==> src/sv/bdq_ram.sv <==
`timescale 1ns / 1ps

module bdq_ram #(
    parameter int WIDTH = 32,
    parameter int DEPTH = 128
) (
    input  logic                     clk,
    input  logic                     wr_en,
    input  logic [$clog2(DEPTH)-1:0] wr_addr,
    input  logic [WIDTH-1:0]         wr_data,
    input  logic                     rd_en,
    input  logic [$clog2(DEPTH)-1:0] rd_addr,
    output logic [WIDTH-1:0]         rd_data
);

    logic [WIDTH-1:0] mem [DEPTH];
    logic [WIDTH-1:0] rd_data_reg;

    always_ff @(posedge clk)
    begin
        if (wr_en)
        begin
            mem[wr_addr] <= wr_data;
        end
        if (rd_en)
        begin
            rd_data_reg <= mem[rd_addr];
        end
    end

    assign rd_data = rd_data_reg;

endmodule

==> config.mk <==
export PLATFORM = sky130hd
export DESIGN_NAME = bdq_ram
export DESIGN_NICKNAME = d
export VERILOG_FILES = /design/src/sv/bdq_ram.sv
export SDC_FILE = /design/constraint.sdc
export NUM_CORES = 2
export LEC_CHECK = 0
export BUFFER_PORTS_ARGS = -buffer_cell sky130_fd_sc_hd__buf_4
export CAP_MARGIN = 10
export CORE_ASPECT_RATIO = 1.5
export CORE_MARGIN = 4
export CORE_UTILIZATION = 55
export CTS_CLUSTER_SIZE = 16
export DETAILED_ROUTE_END_ITERATION = 10
export PLACE_DENSITY = 0.71
export SYNTH_ARGS = -nofsm -noshare
export SYNTH_HDL_FRONTEND = slang
export SYNTH_SLANG_ARGS = --single-unit
export TNS_END_PERCENT = 20
==> constraint.sdc <==
create_clock -name clk -period 5.21 [get_ports clk]
set_input_delay 0 -clock clk [delete_from_list [all_inputs] [get_ports clk]]
set_output_delay 0 -clock clk [all_outputs]
set_load 0.02 [all_outputs]
==> out/results.ini <==
[timing]
fin_crit_sh_pct=62.12
tightestPinTransition_ps=1269
setup_viol=0
fmax_ghz=0.3090
hold_viol=0
rsz0062_at_grt=false
final_max_slew_viol_count=0
slew_headroom_pct=15.21
period_needed_ps=3236
finClkSkew_ps=69.39
tns_ps=0
whs_ps=126.3

[power_and_ir_drop]
p_sw_share_pct=21.16
max-vdd-ir-drop_mv=0.2602
clockPowerShare_pct=39.6
combPwrFrac_pct=5.4
p_sw_mw=14.17
internal-power_mw=52.82
leakagePower_nw=53.65
pwr-share-seq_pct=55.0
power_density_mw_per_mm2=380.5

[flow_run]
cap_viol_max_count=0

[yosys]
yosysSeqAreaShare_pct=79.16
synth_cells=5990
ys_warn_count=0
ys_seq_elements=4128
synth_top_area_cell=edfxtp_1
synth_cell_types=16
ys_top_cells_by_area=edfxtp_1, mux4_2, clkbuf_1
syn-num-nets=6039
synth_top_area_share_pct=79.16
synth_area_per_cell_um2=26.14
synth_area_mm2=0.1566

[clocking]
cts_tree=done
postCtsResizedCells=0
cts.htree.levels=5
clock-sinks=4128
numCtsBuffers=358
root_buffer=clkbuf_16
cts.path.max_buffers=4
worstSkewPairLatency_ps=910
clkTransAtPathRegs_ps=70

[global_route]
grt_max_degree=126
antenna_found_initial=51
gr-total-overflow=0
grt_pass1_vias=72330
grt_pass1_wl_um=582100
grt_usage_pct=28.74

[critical_path]
worstSetupEndpointType=flip-flop
cpPeakStageDelay_ps=1090
cp_slowest_cell=nor2_4
critical_path.startpoint_type=input pin
cp_max_fo=19
crit_top_cell=buf_4
cpLargestDelayFamily=simple AND/OR/NAND/NOR gates
critical_path_arrival_ps=3750
critPathKind=in2reg
critPathBufInv=3
path_cells=dlygate4sd3_1 > buf_4 > nor2b_1 > nand3_2 > nor2_4 > buf_4
required_ps=5720

[final_layout]
nets=6469
largest_reg_flops=4096
multi_input_area_mm2=0.03229
layout_common_cells=edfxtp_1, mux4_2, clkbuf_16
drive_gt1_share_pct=35.00
nFillCells=18200
area_growth_pct=12.44
mostFrequentLayoutCell=edfxtp_1
register_area_mm2=0.1240
layout.cells.non_filler=10530

[placed_design]
place_congestion=0.8555
portBuffers=80
dp.final_hpwl_um=244300
placed_cells=9757

[drt]
wire_per_inst_um=39.79
dr.pass1.iters=6
routed_wl_um=418800
viasPerCell=6.811
antenna_left=0
via_count=71700
drc=0
drt_iter0_markers=11220

[floorplan]
io_pins=81
initial_core_util_pct=55.36
die_w_um=443.7
die_h_um=661.5
fp-row-count=239
core_area_mm2=0.2829
dieArea_mm2=0.2935

[worst_hold_path]
hold_class=in2reg

[run_status]
status=finished, final reports clean

==> tightest hold or removal path, cell delays in order <==
cell    delay, ps
buf_4         260
mux4_2        380
mux2_2        140
==> synth_stat cells, drive strengths merged <==
| library cell | number |
|---|---|
| mux4 | 1344 |
| nand3 | 12 |
| nand2b | 2 |
| or3 | 1 |
| nor3 | 9 |
| nand4 | 3 |
| clkbuf | 182 |
| buf | 134 |
| mux2 | 32 |
| nor2b | 7 |
| nand2 | 14 |
| nor2 | 122 |
| edfxtp | 4128 |
==> cell type report <==
class	count	area share (%)
clock inverter	222	1.204
timing repair buffer	386	1.968
multi-input combinational	1546	18.34
tap	3735	2.654
sequential	4128	70.40
antenna	83	0.1180
clock buffer	426	5.317
==> per-layer routing <==
layer | track usage [%] | vias up | part of all wire (%)
li1 | - | 27310 | -
met1 | 36.57 | 38650 | 33
met2 | 47.02 | 4878 | 51
met3 | 6.219 | 853 | 11
met4 | 15.46 | 12 | 6.1
met5 | 0 | - | 0.019
==> through the flow <==
step,cell area [um^2],power (mW),worst slack (ps),utilization [%]
global placement,164000,41.06,1546,57.98
CTS,175900,67.20,2120,62.17
finish,176100,66.99,1974,62.24
global route,176100,68.75,1992,62.23
detailed placement,164000,41.13,1551,57.98
floorplan,156600,39.26,1971,-
==> cells by family (layout without fill, tap and decap cells) <==
| family | count (synthesis) | after routing | synth area share (%) |
|---|---|---|---|
| flip-flops | 4128 | 4128 | 79.16 |
| AND/OR/NAND/NOR | 170 | 170 | 0.4450 |
| buffers and inverters | 316 | 1034 | 0.8373 |
| multiplexers | 1376 | 1376 | 19.56 |
| other | 0 | 83 | 0 |
==> power groups by stage <==
stage	logic [mW]	registers (mW)	clock network (mW)
6_report	3.62	36.8	26.5
3_5_place_dp	3.58	37.6	0
4_1_cts	3.62	36.8	26.8
2_1_floorplan	1.77	37.5	0
3_3_place_gp	3.52	37.5	0
5_1_grt	3.72	36.8	28.2
==> final timing paths <==
kind	slack [ps]	end	depth (start not counted)	start
max	1970	mem[14][11]	6	wr_addr[0]
min	130	rd_data[2]	3	rd_addr[6]
max reg2reg	2380	rd_data[5]	4	mem[49][5]
min reg2reg	1210	rd_data[26]	4	mem[86][26]
==> what timing repair did <==
item | 4_1_cts | 5_1_grt
endpoints found under the hold margin | 1719 | 0
hold buffers | 38 | 0
buffers inserted | 0 | 0
No activity file was read; power rests on OpenSTA's default activity.
