### config.mk
export PLATFORM = sky130hd
export DESIGN_NAME = bdq_walker
export DESIGN_NICKNAME = d
export VERILOG_FILES = /design/src/sv/bdq_pkg.sv /design/src/sv/bdq_walker.sv
export SDC_FILE = /design/constraint.sdc
export NUM_CORES = 1
export LEC_CHECK = 0
export BUFFER_PORTS_ARGS = -buffer_cell sky130_fd_sc_hd__buf_2
export CAP_MARGIN = 20
export CELL_PAD_IN_SITES_DETAIL_PLACEMENT = 0
export CELL_PAD_IN_SITES_GLOBAL_PLACEMENT = 1
export CORE_MARGIN = 5
export CORE_UTILIZATION = 36
export DETAILED_ROUTE_END_ITERATION = 10
export PLACE_DENSITY = 0.84
export SLEW_MARGIN = 20
export SYNTH_ARGS = -nofsm -noshare
export SYNTH_HDL_FRONTEND = slang
export SYNTH_SLANG_ARGS = --single-unit
### constraint.sdc
create_clock -name clk -period 2.8 [get_ports clk]
set_clock_uncertainty 0.15 [all_clocks]
set_input_delay 0 -clock clk [delete_from_list [all_inputs] [get_ports clk]]
set_output_delay 0 -clock clk [all_outputs]
set_load 0.01 [all_outputs]
### src/sv/bdq_pkg.sv
`timescale 1ns / 1ps

package bdq_pkg;

    localparam int DEPTH_DEF      = 128;
    localparam int DATA_WIDTH_DEF = 32;

    localparam int CMD_W    = 4;
    localparam int VALUE_W  = 32;
    localparam int POS_W    = 8;
    localparam int COUNT_W  = 8;
    localparam int STATUS_W = 2;

    localparam logic [CMD_W-1:0] CMD_PUSH_FRONT = 4'd0;
    localparam logic [CMD_W-1:0] CMD_PUSH_BACK  = 4'd1;
    localparam logic [CMD_W-1:0] CMD_POP_FRONT  = 4'd2;
    localparam logic [CMD_W-1:0] CMD_POP_BACK   = 4'd3;
    localparam logic [CMD_W-1:0] CMD_INSERT     = 4'd4;
    localparam logic [CMD_W-1:0] CMD_ERASE      = 4'd5;
    localparam logic [CMD_W-1:0] CMD_READ_AT    = 4'd6;
    localparam logic [CMD_W-1:0] CMD_FRONT      = 4'd7;
    localparam logic [CMD_W-1:0] CMD_BACK       = 4'd8;
    localparam logic [CMD_W-1:0] CMD_CLEAR      = 4'd9;
    localparam logic [CMD_W-1:0] CMD_RESIZE     = 4'd10;
    localparam logic [CMD_W-1:0] CMD_ASSIGN     = 4'd11;

    localparam logic [STATUS_W-1:0] ST_OK    = 2'd0;
    localparam logic [STATUS_W-1:0] ST_FULL  = 2'd1;
    localparam logic [STATUS_W-1:0] ST_EMPTY = 2'd2;
    localparam logic [STATUS_W-1:0] ST_RANGE = 2'd3;

    typedef enum logic [1:0] {
        WALK_UP,
        WALK_DOWN,
        WALK_FILL
    } walk_mode_t;

    typedef struct packed {
        logic       go;
        walk_mode_t mode;
    } walk_cmd_t;

endpackage

### src/sv/bdq_walker.sv
`timescale 1ns / 1ps

module bdq_walker #(
    parameter int DEPTH      = 128,
    parameter int DATA_WIDTH = 32
) (
    input  logic                       clk,
    input  logic                       rst_n,
    input  bdq_pkg::walk_cmd_t         walk_cmd,
    input  logic [$clog2(DEPTH+1)-1:0] start_addr,
    input  logic [$clog2(DEPTH+1)-1:0] length,
    input  logic [DATA_WIDTH-1:0]      fill_data,
    output logic                       busy,
    output logic                       rd_en,
    output logic [$clog2(DEPTH)-1:0]   rd_addr,
    input  logic [DATA_WIDTH-1:0]      rd_data,
    output logic                       wr_en,
    output logic [$clog2(DEPTH)-1:0]   wr_addr,
    output logic [DATA_WIDTH-1:0]      wr_data
);

    import bdq_pkg::*;

    localparam int AW = $clog2(DEPTH);
    localparam int CW = $clog2(DEPTH + 1);
    localparam logic [CW-1:0] ONE      = CW'(1);
    localparam logic [CW-1:0] MINUS_ONE = {CW{1'b1}};

    walk_mode_t            mode_reg, mode_next;
    logic [CW-1:0]         src_reg, src_next;
    logic [CW-1:0]         dst_reg, dst_next;
    logic [CW-1:0]         left_reg, left_next;
    logic [DATA_WIDTH-1:0] fill_reg, fill_next;
    logic                  pend_reg, pend_next;
    logic                  busy_reg, busy_next;
    logic [CW-1:0]         src_step;
    logic [CW-1:0]         src_back;

    // shared stepper: walk the source pointer one slot per cycle
    assign src_step = src_reg + ((mode_reg == WALK_UP) ? MINUS_ONE : ONE);
    assign src_back = src_reg + ((mode_reg == WALK_UP) ? ONE : MINUS_ONE);

    always_comb
    begin
        mode_next = mode_reg;
        src_next  = src_reg;
        dst_next  = dst_reg;
        left_next = left_reg;
        fill_next = fill_reg;
        pend_next = pend_reg;
        busy_next = busy_reg;
        rd_en     = 1'b0;
        rd_addr   = src_reg[AW-1:0];
        wr_en     = 1'b0;
        wr_addr   = dst_reg[AW-1:0];
        wr_data   = rd_data;
        if (walk_cmd.go)
        begin
            mode_next = walk_cmd.mode;
            src_next  = start_addr;
            left_next = length;
            fill_next = fill_data;
            pend_next = 1'b0;
            busy_next = 1'b1;
        end
        else if (busy_reg)
        begin
            if (mode_reg == WALK_FILL)
            begin
                wr_addr = src_reg[AW-1:0];
                wr_data = fill_reg;
                if (left_reg != '0)
                begin
                    wr_en     = 1'b1;
                    src_next  = src_step;
                    left_next = left_reg - ONE;
                end
                else
                begin
                    busy_next = 1'b0;
                end
            end
            else
            begin
                // write back the word read last cycle, one slot over
                wr_en = pend_reg;
                if (left_reg != '0)
                begin
                    rd_en     = 1'b1;
                    pend_next = 1'b1;
                    dst_next  = src_back;
                    src_next  = src_step;
                    left_next = left_reg - ONE;
                end
                else
                begin
                    pend_next = 1'b0;
                    if (!pend_reg)
                    begin
                        busy_next = 1'b0;
                    end
                end
            end
        end
    end

    always_ff @(posedge clk or negedge rst_n)
    begin
        if (!rst_n)
        begin
            busy_reg <= 1'b0;
            pend_reg <= 1'b0;
        end
        else
        begin
            busy_reg <= busy_next;
            pend_reg <= pend_next;
        end
    end

    always_ff @(posedge clk)
    begin
        mode_reg <= mode_next;
        src_reg  <= src_next;
        dst_reg  <= dst_next;
        left_reg <= left_next;
        fill_reg <= fill_next;
    end

    assign busy = busy_reg;

    a_pend_only_shift: assert property (@(posedge clk) disable iff (!rst_n)
        pend_reg |-> busy_reg && mode_reg != WALK_FILL)
        else $error("walker write pending outside a shift");

    a_go_makes_busy: assert property (@(posedge clk) disable iff (!rst_n)
        walk_cmd.go |=> busy_reg)
        else $error("walker not busy after start");

    a_no_write_idle: assert property (@(posedge clk) disable iff (!rst_n)
        !busy_reg |-> !wr_en && !rd_en)
        else $error("walker drives memory while idle");

endmodule

==> results of run 1 <==
## layer usage
metal  wire [um]  share of wire, %
met5          13              0.16
met1        3340                41
met2        3840                48
met4          80              0.99
met3         785               9.7
## final timing paths
kind / slack, ns / to / depth (start not counted) / start
worst max-delay path: 0.23 / src_reg[4]$_DFFE_PP_ / 8 / mode_reg[1]$_DFFE_PP_
worst min-delay path: 0.14 / wr_data[30] / 3 / rd_data[30]
min in group asynchronous: 0.39 / busy$_DFF_PN0_ / 3 / rst_n
worst max register to register: 0.23 / src_reg[4]$_DFFE_PP_ / 8 / mode_reg[1]$_DFFE_PP_
max in group asynchronous: 1.98 / pend_reg$_DFFE_PN0P_ / 3 / rst_n
worst min register to register: 0.44 / pend_reg$_DFFE_PN0P_ / 1 / busy$_DFF_PN0_
## through the flow
stage | power, uW | std cells | util [%] | area, um2
after detailed placement | 2100 | 460 | 46.4 | 3810
after global routing | 3060 | 527 | 54.9 | 4510
after CTS | 2920 | 527 | 54.9 | 4510
after global placement | 2070 | 460 | 46.4 | 3810
final | 2880 | 527 | 54.9 | 4510
after floorplan | 1800 | 231 | - | 3050
## logic make-up (layout without fill, tap and decap cells)
| group | count (synthesis) | in the layout | synth area share, % |
|---|---|---|---|
| simple gates | 50 | 50 | 7.83 |
| flops | 58 | 58 | 56.8 |
| xor+xnor | 16 | 16 | 4.84 |
| mux | 41 | 41 | 15.1 |
| fa+ha+maj | 10 | 10 | 4.35 |
| buf+inv | 21 | 212 | 3.57 |
| compound gates | 35 | 35 | 7.51 |
## area by class of cell
| class | count | area, um2 | area share [%] |
|---|---|---|---|
| Sequential cell | 58 | 1730 | 38.4 |
| Clock buffer | 12 | 145 | 3.22 |
| Timing Repair Buffer | 187 | 1200 | 26.6 |
| Inverter | 9 | 38.8 | 0.859 |
| Multi-Input combinational cell | 152 | 1220 | 27.1 |
| Clock inverter | 4 | 43.8 | 0.970 |
| Tap cell | 105 | 131 | 2.91 |
## layout by cell type, fill, tap and decap left out, types with 2 or more instances in the layout
cell             n
a211oi_1         3
a21o_1           2
a21oi_1          3
and3_1           2
buf_2          132
buf_4            4
clkbuf_1         2
clkbuf_8        10
clkinv_2         2
dfrtp_1          2
dlygate4sd3_1   51
edfxtp_1        56
ha_1             9
inv_1            8
mux2_1          10
mux2_2          31
nand2_1         17
nand2b_1         3
nor2_1          10
nor2b_1          5
nor3_1           3
nor4_1           4
o21a_1           2
o21ai_0         15
o21ai_1          2
o21bai_1         2
xnor2_1         13
xor2_1           2
## worst register-to-register path: stages (launching register included)
cell and delay [ns]:
edfxtp_1 0.43, or2_1 0.39, ha_1 0.39, inv_1 0.06, ha_1 0.19, nor2_1 0.21, o31ai_2 0.09, xnor2_1 0.14
mux2_2 0.26
## power by group through the flow
stage	combinational [uW]	clock, uW	sequential (uW)
finish	897	743	1240
global route	998	811	1250
CTS	903	776	1240
detailed placement	840	0	1260
global placement	824	0	1250
floorplan	565	0	1230
## timing repair
item,CTS,global route
gates resized for setup,0,0
hold endpoints to repair,51,0
hold buffers,51,0
==> out/metrics.csv, run 1 <==
stage;metric;value;unit
sta;fmax;390;MHz
clocking;cts_tree;built;
setup_path;cpLargestDelayFamily;simple AND/OR/NAND/NOR gates;
power;clkPwrFrac;25.8;%
setup_path;path_buf_inv;1;
floorplanning;die_h;102;um
synthesis;syn_nets;326;
power;power.switching;856;uW
global_routing;use_met3;4.23;%
detailed_routing;wl_per_cell;15.3;um
synthesis;seq_area_frac_synth;56.8;%
clocking;clock_sinks;58;
synthesis;syn_area;3050;um2
final_layout;nets;512;
power;power.internal;2020;uW
power;power.density;637;nW/um2
power;power.share.switching;29.8;%
power;vdd_ir_drop_max;0.234;mV
power;p_leak;0.00191;uW
global_routing;grt_use_total;15.6;%
sta;fin_crit_sh;91.6;%
synthesis;yosys_most_used_dff;edfxtp_1;
clocking;cts.clk_slew.worst_paths;0.06;ns
clocking;cts_made_buffers;9;
clocking;clk_latency;0.33;ns
floorplanning;boundaryPins;134;
synthesis;yosysTopAreaCellShare;55.1;%
detailed_routing;routed_wl;8.05;mm
sta;worst_slack;0.234;ns
global_routing;grt_overflow;0;
synthesis;syn_area_per_cell;13.2;um2
setup_path;worstSetupEndpointType;flop;
placed_design;dp_slack;0.245;ns
synthesis;post-synth-top-count-cell;edfxtp_1;
job;cap_violations;0;
global_routing;met1_usage;18.2;%
synthesis;synth_common_cells;edfxtp_1 (56), mux2_2 (31), nand2_1 (17);
final_layout;layout-drive-gt1-share;44.5;%
synthesis;synthCells;231;
sta;worst_pin_slew;0.853;ns
floorplanning;dieArea;10400;um2
setup_path;path_class;reg -> reg;
final_layout;num_antenna_cells;0;
placed_design;gp_congestion;0.821;
detailed_routing;drt_first_iter_violations;61;
sta;fin_crit;2.57;ns
run_status;status;finished clean;
sta;fin_hold_ws;0.140;ns
power;pwr-share-comb;31.2;%
sta;rsz0062_at_grt;false;
setup_path;crit_top_cell;ha_1;
detailed_routing;antenna_left;0;
floorplanning;initial_core_util;37.1;%
global_routing;use_met2;27.5;%
final_layout;largest_reg_flops;32;
global_routing;grt_pass1_wl;12.4;mm
setup_path;crit_fanout;8;
floorplanning;fp-row-count;33;
clocking;h-tree-depth;3;
placed_design;port_buffers;132;
global_routing;grt_pass1_vias;2582;
setup_path;slowest_delay;0.43;ns
floorplanning;chipWidth;102;um
setup_path;cp.arrival;2.50;ns
final_layout;fillCellCount;716;
clocking;cts_root_buffer;clkbuf_8;
synthesis;yosysUniqueCellTypes;39;
placed_design;place_hpwl;5.64;mm
detailed_routing;num_vias;2428;
detailed_routing;drc;0;
sta;drv_slew;0;
global_routing;antenna_found_initial;1;
detailed_routing;firstDrtPassIters;4;
setup_path;crit_path_start_kind;flop;
setup_path;cpMaxStageDelayCell;edfxtp_1;
synthesis;synth_warnings;0;
clocking;cts_buffer_depth;2;
sta;relSlewSlack;43.0;%
sta;hold_violations;0;
synthesis;synth-edff-count;56;
synthesis;synth_area_leaders;edfxtp_1 (55%), mux2_2 (11%), xnor2_1 (3.7%);
setup_path;crit_chain;or2_1 > ha_1 > inv_1 > ha_1 > nor2_1 > o31ai_2 > xnor2_1 > mux2_2;
floorplanning;core_area;8220;um2
hold_path;hold_path.class;in -> out;
sta;fin_setup_tns;0;ns
global_routing;grt.busiest_layer;met2;
synthesis;synth_top_area_cell;edfxtp_1;
setup_path;worstPathRequired;2.73;ns
synthesis;ys_ff_latch;58;
synthesis;async_flop_share;3.45;%
power;seqPwrFrac;43.0;%
final_layout;areaGrowthSynthToFinish;48.0;%
global_routing;grt_max_degree;66;
clocking;post-cts-setup-buffer-count;0;
sta;finalSetupViolCount;0;
detailed_routing;vias_per_cell;4.61;
Note: power is estimated with default switching activity, not from simulation.
==> inputs of run 2 (changes only) <==
CTS_CLUSTER_SIZE = 20   (was default)
MAX_ROUTING_LAYER = met4   (was default)
==> run 2 against run 1 <==
Effect of this change:
- clock power barely moved
- register-to-register slack barely moved
- first-iteration DRC count fell by 13%
- hold slack barely moved
- wire length fell by 0.25%
- critical path type unchanged
- largest power group unchanged
==> out/metrics.csv, run 2 (same netlist as run 1, synthesis figures left out) <==
stage;metric;value;unit
global_routing;grt_pass1_vias;2583;
detailed_routing;wl_per_cell;15.2;um
placed_design;port_buffers;132;
floorplanning;initial_core_util;37.1;%
floorplanning;chipWidth;102;um
sta;worst_pin_slew;0.848;ns
power;power.density;637;nW/um2
hold_path;hold_path.class;in -> out;
setup_path;cpLargestDelayFamily;simple AND/OR/NAND/NOR gates;
final_layout;areaGrowthSynthToFinish;48.1;%
final_layout;mostFrequentLayoutCells;buf_2 (132), edfxtp_1 (56), dlygate4sd3_1 (51);
setup_path;slowest_delay;0.43;ns
sta;hold_violations;0;
detailed_routing;routed_wl;8.03;mm
setup_path;crit_chain;or2_1 > ha_1 > inv_1 > ha_1 > nor2_1 > o31ai_2 > xnor2_1 > mux2_2;
sta;relSlewSlack;43.3;%
power;vdd_ir_drop_max;0.234;mV
power;p_leak;0.00191;uW
clocking;cts_root_buffer;clkbuf_8;
detailed_routing;antenna_left;0;
placed_design;dp.cells;460;
setup_path;crit_path_start_kind;flop;
sta;finalSetupViolCount;0;
detailed_routing;firstDrtPassIters;4;
clocking;clock_sinks;58;
floorplanning;fp-row-count;33;
floorplanning;die_h;102;um
setup_path;worstPathRequired;2.73;ns
final_layout;largest_reg_flops;32;
clocking;post-cts-setup-buffer-count;0;
job;cap_violations;0;
final_layout;fillCellCount;715;
final_layout;layout_commonest_cell;buf_2;
clocking;h-tree-depth;3;
sta;fin_setup_tns;0;ns
setup_path;cp.arrival;2.50;ns
clocking;cts_hold_buffers;51;
final_layout;finish.utilization;55.0;%
clocking;cts_tree;built;
final_layout;nets;512;
setup_path;crit_top_cell;ha_1;
setup_path;crit_fanout;8;
setup_path;worstSetupEndpointType;flop;
detailed_routing;vias_per_cell;4.59;
global_routing;grt_use_total;16.2;%
detailed_routing;num_vias;2423;
final_layout;final_cell_area;4520;um2
global_routing;grt_overflow;0;
clocking;cts_buffer_depth;2;
sta;drv_slew;0;
clocking;cts.clk_slew.worst_paths;0.06;ns
setup_path;cpMaxStageDelayCell;edfxtp_1;
sta;fmax;389;MHz
final_layout;stdcell_count;528;
placed_design;place_area;3810;um2
floorplanning;core_area;8220;um2
clocking;clk_latency;0.33;ns
sta;fin_crit_sh;91.8;%
global_routing;antenna_found_initial;1;
global_routing;grt_pass1_wl;12.4;mm
setup_path;path_buf_inv;1;
final_layout;layout-drive-gt1-share;44.5;%
placed_design;gp_congestion;0.834;
run_status;status;finished clean;
sta;fin_crit;2.57;ns
floorplanning;boundaryPins;134;
setup_path;path_class;reg -> reg;
global_routing;grt_max_degree;66;
placed_design;place_hpwl;5.64;mm
clocking;cts_resized;0;
detailed_routing;drt_first_iter_violations;53;
power;total_power;2870;uW
floorplanning;dieArea;10400;um2
detailed_routing;drc;0;
clocking;cts_made_buffers;9;
sta;rsz0062_at_grt;false;
-- run 2: final cells by class --
cell class	instances	area [um2]	share of cell area, %
timing repair buffer	187	1200	26.6
multi-input combinational	152	1220	27.1
sequential	58	1730	38.3
inverter	9	38.8	0.859
antenna	1	2.50	0.0554
clock buffer	12	145	3.21
clock inverter	4	43.8	0.970
tap	105	131	2.91
-- run 2: worst paths after layout --
| kind | startpoint | endpoint | slack, ns | depth (start not counted) |
|---|---|---|---|---|
| worst max-delay path | mode_reg[1]$_DFFE_PP_ | src_reg[4]$_DFFE_PP_ | 0.23 | 8 |
| worst min-delay path | rd_data[30] | wr_data[30] | 0.14 | 3 |
| worst max register to register | mode_reg[1]$_DFFE_PP_ | src_reg[4]$_DFFE_PP_ | 0.23 | 8 |
| worst min register to register | busy$_DFF_PN0_ | pend_reg$_DFFE_PN0P_ | 0.44 | 1 |
| max in group asynchronous | rst_n | busy$_DFF_PN0_ | 1.98 | 3 |
| min in group asynchronous | rst_n | pend_reg$_DFFE_PN0P_ | 0.39 | 3 |
-- run 2: worst register-to-register path, stage by stage (launching register included) --
cell and delay [ns]:
edfxtp_1 0.43, or2_1 0.40, ha_1 0.39, inv_1 0.06
ha_1 0.19, nor2_1 0.22, o31ai_2 0.09, xnor2_1 0.14
mux2_2 0.26
-- run 2: metal layers --
metal,track usage [%],wire length (um)
met2,27.5,3810
met4,5.85,107
met3,4.30,678
met5,-,0
met1,18.4,3440
-- run 2: metrics by stage --
step | worst slack [ns] | hold slack, ns
after floorplan | 0.407 | -0.446
after global placement | 0.297 | -0.363
after detailed placement | 0.245 | -0.363
after CTS | 0.232 | 0.145
after global routing | 0.108 | 0.157
final | 0.230 | 0.140
-- run 2: power by group --
part           switching, uW  leakage [uW]  internal, uW
logic                    435       0.00123           461
registers                106      0.000583          1130
clock network            313     0.0000978           430
